**src/hw/rtl/rmea_pkg.sv**
```systemverilog
`timescale 1ns / 1ps

package rmea_pkg;

    localparam int FRAC_BITS_DEF = 14;
    localparam int ENTRY_W = 16;
    localparam int ANGLE_W = 16;
    localparam int THR_W = 8;
    localparam logic [THR_W-1:0] THR_RESET = 8'd1;
    localparam int ZW = 35;
    localparam int OUT_SHIFT = 17;
    localparam int TAB_LEN = 31;

    localparam longint KINV_Q30 = 64'd652032874;
    localparam longint PI_Q30 = 64'd3373259426;
    localparam longint HALF_PI_Q30 = 64'd1686629713;
    localparam longint WRAP_Q30 = 64'd6746513154;

    localparam logic [31:0] ATAN_TAB [TAB_LEN] = '{
        32'h3243F6A8, 32'h1DAC6705, 32'h0FADBAFC, 32'h07F56EA6, 32'h03FEAB76,
        32'h01FFD55B, 32'h00FFFAAA, 32'h007FFF55, 32'h003FFFEA, 32'h001FFFFD,
        32'h000FFFFF, 32'h0007FFFF, 32'h0003FFFF, 32'h0001FFFF, 32'h0000FFFF,
        32'h00007FFF, 32'h00003FFF, 32'h00001FFF, 32'h00000FFF, 32'h000007FF,
        32'h000003FF, 32'h000001FF, 32'h000000FF, 32'h0000007F, 32'h0000003F,
        32'h0000001F, 32'h0000000F, 32'h00000007, 32'h00000003, 32'h00000001,
        32'h00000000
    };

    function automatic logic [ANGLE_W-1:0] to_angle(input logic signed [ZW-1:0] z);
        logic signed [ZW-1:0] a;
        a = z;
        if (a < 0) begin
            a = a + ZW'(WRAP_Q30);
        end
        if (a < 0) begin
            a = '0;
        end
        return a[OUT_SHIFT +: ANGLE_W];
    endfunction

endpackage

```
**src/hw/rtl/rmea_rot.sv**
```systemverilog
`timescale 1ns / 1ps

module rmea_rot #(
    parameter int FRAC = rmea_pkg::FRAC_BITS_DEF,
    parameter int SW = 1
) (
    input  logic                            aclk,
    input  logic                            aresetn,
    input  logic                            en,
    input  logic                            in_valid,
    input  logic signed [rmea_pkg::ZW-1:0]  in_z,
    input  logic [SW-1:0]                   in_side,
    output logic                            out_valid,
    output logic signed [FRAC+2:0]          out_s,
    output logic signed [FRAC+2:0]          out_c,
    output logic [SW-1:0]                   out_side
);

    localparam int ZW = rmea_pkg::ZW;
    localparam int CW = FRAC + 3;
    localparam longint X0 = (((rmea_pkg::KINV_Q30 << 1) >> (30 - FRAC)) + 1) >> 1;

    logic                 v_reg    [FRAC+1];
    logic                 neg_reg  [FRAC+1];
    logic signed [CW-1:0] x_reg    [FRAC+1];
    logic signed [CW-1:0] y_reg    [FRAC+1];
    logic signed [ZW-1:0] z_reg    [FRAC+1];
    logic [SW-1:0]        side_reg [FRAC+1];

    always_ff @(posedge aclk) begin
        if (!aresetn) begin
            v_reg[0] <= 1'b0;
        end else if (en) begin
            v_reg[0] <= in_valid;
        end
    end

    always_ff @(posedge aclk) begin
        if (en) begin
            side_reg[0] <= in_side;
            x_reg[0] <= CW'(X0);
            y_reg[0] <= '0;
            if (in_z > ZW'(rmea_pkg::HALF_PI_Q30)) begin
                z_reg[0] <= in_z - ZW'(rmea_pkg::PI_Q30);
                neg_reg[0] <= 1'b1;
            end else if (in_z < -ZW'(rmea_pkg::HALF_PI_Q30)) begin
                z_reg[0] <= in_z + ZW'(rmea_pkg::PI_Q30);
                neg_reg[0] <= 1'b1;
            end else begin
                z_reg[0] <= in_z;
                neg_reg[0] <= 1'b0;
            end
        end
    end

    for (genvar i = 0; i < FRAC; i++) begin : g_iter
        always_ff @(posedge aclk) begin
            if (!aresetn) begin
                v_reg[i+1] <= 1'b0;
            end else if (en) begin
                v_reg[i+1] <= v_reg[i];
            end
        end

        always_ff @(posedge aclk) begin
            if (en) begin
                neg_reg[i+1] <= neg_reg[i];
                side_reg[i+1] <= side_reg[i];
                if (z_reg[i] >= 0) begin
                    x_reg[i+1] <= x_reg[i] - (y_reg[i] >>> i);
                    y_reg[i+1] <= y_reg[i] + (x_reg[i] >>> i);
                    z_reg[i+1] <= z_reg[i] - ZW'(rmea_pkg::ATAN_TAB[i]);
                end else begin
                    x_reg[i+1] <= x_reg[i] + (y_reg[i] >>> i);
                    y_reg[i+1] <= y_reg[i] - (x_reg[i] >>> i);
                    z_reg[i+1] <= z_reg[i] + ZW'(rmea_pkg::ATAN_TAB[i]);
                end
            end
        end
    end

    assign out_valid = v_reg[FRAC];
    assign out_c = neg_reg[FRAC] ? -x_reg[FRAC] : x_reg[FRAC];
    assign out_s = neg_reg[FRAC] ? -y_reg[FRAC] : y_reg[FRAC];
    assign out_side = side_reg[FRAC];

endmodule

```
**config.mk**
```make
export PLATFORM = sky130hd
export DESIGN_NAME = rmea_rot
export DESIGN_NICKNAME = d
export VERILOG_FILES = /design/src/hw/rtl/rmea_pkg.sv /design/src/hw/rtl/rmea_rot.sv
export SDC_FILE = /design/constraint.sdc
export NUM_CORES = 2
export LEC_CHECK = 0
export BUFFER_PORTS_ARGS = -buffer_cell sky130_fd_sc_hd__clkbuf_2
export CAP_MARGIN = 10
export CELL_PAD_IN_SITES_DETAIL_PLACEMENT = 0
export CELL_PAD_IN_SITES_GLOBAL_PLACEMENT = 2
export CORE_MARGIN = 10
export CORE_UTILIZATION = 30
export DETAILED_ROUTE_END_ITERATION = 10
export GPL_ROUTABILITY_DRIVEN = 0
export PLACE_DENSITY_LB_ADDON = 0.1
export SYNTH_ARGS = -nofsm -noshare
export SYNTH_HDL_FRONTEND = slang
export SYNTH_SLANG_ARGS = --single-unit
export TNS_END_PERCENT = 50
```
**constraint.sdc**
```tcl
create_clock -name aclk -period 11.24 [get_ports aclk]
set_input_delay 0.562 -clock aclk [delete_from_list [all_inputs] [get_ports aclk]]
set_output_delay 0.562 -clock aclk [all_outputs]
set_load 0.05 [all_outputs]
```
==> flow_metrics.tcl <==
set metrics [dict create \
    yosysMostFrequentCell "edfxtp_1" \
    cts_tree "built" \
    yosysWarnings 0 \
    rsz0062_at_grt "no" \
    grt_pass1_wl_mm 300 \
    hpwl_mm 145 \
    cts.sink_count 939 \
    multi_input_area_um2 43000 \
    grt_pass1_vias 54325 \
    synth_cell_types 91 \
    end_kind "register" \
    final_layout_size_suffix_gt1_share_pct 5.23 \
    yosysSeqAreaShare_pct 38.7 \
    largest_reg_flops 456 \
    drt-wirelength-per-cell_um 17.3 \
    async_flop_share_pct 0 \
    finalCriticalPeriod_ns 5.83 \
    yosys.area.top_type_share_pct 38.7 \
    vias 53090 \
    cts_setup_buffers 0 \
    outcome "finished clean" \
    holdPathStages 2 \
    regArea_um2 28200 \
    antenna_found_initial 2 \
    port_buffers 75 \
    worstPathMaxFanout 18 \
    reg2regPathDepth 14 \
    final_nets 8373 \
    boundaryPins 76 \
    ys_seq_elements 939 \
    avgSynthCellArea_um2 10.1 \
    required_ns 11.90 \
    hp-class "primary input to register" \
    htree_levels 4 \
    worstSetupStartpointType "primary input" \
    fin_crit_sh_pct 51.8 \
    max-slew-margin-rel_pct 26.2 \
    synth_flop_cell "edfxtp_1" \
    drt_pass1_iterations 5 \
    worstMarginPinSlew_ns 1.11 \
    synth_edf_count 938 \
    hold_buffers 3 \
    netlist_top_cells_count "edfxtp_1 (938), ha_1 (906), a21oi_1 (668), xnor2_1 (654), nor2_1 (571)" \
    cts_made_buffers 131 \
    cts.reportedPaths.clkPinSlew_ns 0.06 \
    start_util_pct 30.2 \
    max_freq_mhz 172 \
    cts.path.max_buffers 3 \
    fp.dieW_um 513 \
    wirelength_mm 185 \
    syn_inst 7219 \
    root_buffer "clkbuf_16" \
    coreArea_um2 241000 \
    cts_resized 0 \
    drc_errors 0 \
    grt-ovfl-total 0 \
    drv_slew 0 \
    fin_skew_ns 0.0406 \
    fin_tns_setup_ns 0 \
    worstSetupPathType "primary input to register" \
    netlist_top_cells_area "edfxtp_1 (39%), ha_1 (16%), xnor2_1 (7.9%)" \
    drt_iter0_drc 2531 \
    drv_cap 0 \
    fillers 24512 \
    hold_violations 0 \
    post-synth-top-area-cell "edfxtp_1" \
    arrival_ns 6.49 \
    clk_latency_ns 0.79 \
    syn2layout_area_growth_pct 12.2 \
    viasPerCell 4.97 \
    row_count 180 \
    setup_violations 0 \
    grt_max_degree 198 \
    ant_nets 0 \
    track_usage_pct 13.9 \
    die_area_um2 263000 \
    die_h_um 513 \
    syn-cell-area_um2 72800 \
]
[placed cells by master, fill, tap and decap left out, types with 99 or more instances in the layout]
master	n
nand3_1	146
xor2_1	248
o21bai_1	105
nor3_1	159
xnor2_1	654
a21oi_1	668
o21a_1	114
clkbuf_16	133
and3_1	99
inv_1	352
ha_1	906
o21ai_0	286
nor2_1	571
edfxtp_1	938
a21o_1	262
nand2_1	427
[worst max-delay path: stages]
cell           delay, ns
dlygate4sd3_1       0.54
clkbuf_2            0.14
a41o_1              0.25
a21o_1              0.20
a21oi_1             0.22
nor3_1              0.08
or3_1               0.37
nand2_1             0.13
nand2_1             0.07
buf_4               0.26
inv_1               0.52
ha_1                0.43
a21o_1              0.21
a21o_1              0.17
a21o_1              0.17
a31oi_1             0.45
o211ai_1            0.22
a2111oi_1           0.60
or3_1               0.24
a21oi_1             0.11
or4_1               0.47
nand4_1             0.09
[layout make-up]
| cell class | instances | share of cell area (%) |
|---|---|---|
| tap | 3185 | 4.88 |
| timing repair buffer | 125 | 0.956 |
| clock inverter | 88 | 1.27 |
| multi-input combinational | 5835 | 52.6 |
| antenna | 1 | 0.00306 |
| clock buffer | 156 | 4.18 |
| inverter | 356 | 1.64 |
| sequential | 939 | 34.5 |
[cell families (layout without fill, tap and decap cells)]
family | count (synthesis) | after routing | share of synthesized area [%]
compound gates | 2076 | 2076 | 18.6
xor+xnor | 902 | 902 | 10.8
fa+ha+maj | 945 | 945 | 16.6
buf+inv | 447 | 725 | 2.31
flops | 939 | 939 | 38.7
mux | 45 | 45 | 0.650
other cells | 2 | 5 | 0.0103
simple gates | 1863 | 1863 | 12.2
[metal layers]
layer / routed length, um / GRT usage [%] / up-vias
met3: 5200 / 2.09 / 235
met1: 86000 / 17.8 / 24912
met5: 0 / 0 / -
met2: 89500 / 24.3 / 563
li1: - / - / 27380
met4: 4510 / 3.68 / 0
[per-stage QoR]
stage,cells,hold slack (ns),worst slack [ns],util [%],cell area [um^2]
detailed placement,10437,0.405,5.12,32.0,77200
global placement,10437,0.402,5.08,32.0,77200
CTS,10684,0.0574,5.48,33.9,81700
global route,10685,0.105,5.16,33.9,81700
floorplan,7221,0.400,6.22,-,72800
finish,10685,0.148,5.41,33.9,81700
[worst paths after layout]
kind	start	to	slack, ns
worst max register to register	z_reg[3][34]	z_reg[4][32]	6.45
worst max-delay path	in_z[0]	z_reg[0][34]	5.41
worst min-delay path	in_z[30]	z_reg[0][30]	0.15
worst min register to register	side_reg[0][7]	side_reg[1][0]	0.42
Power is not shown: default switching activity piles up to over one toggle a cycle in this logic, so the estimate is an artifact.
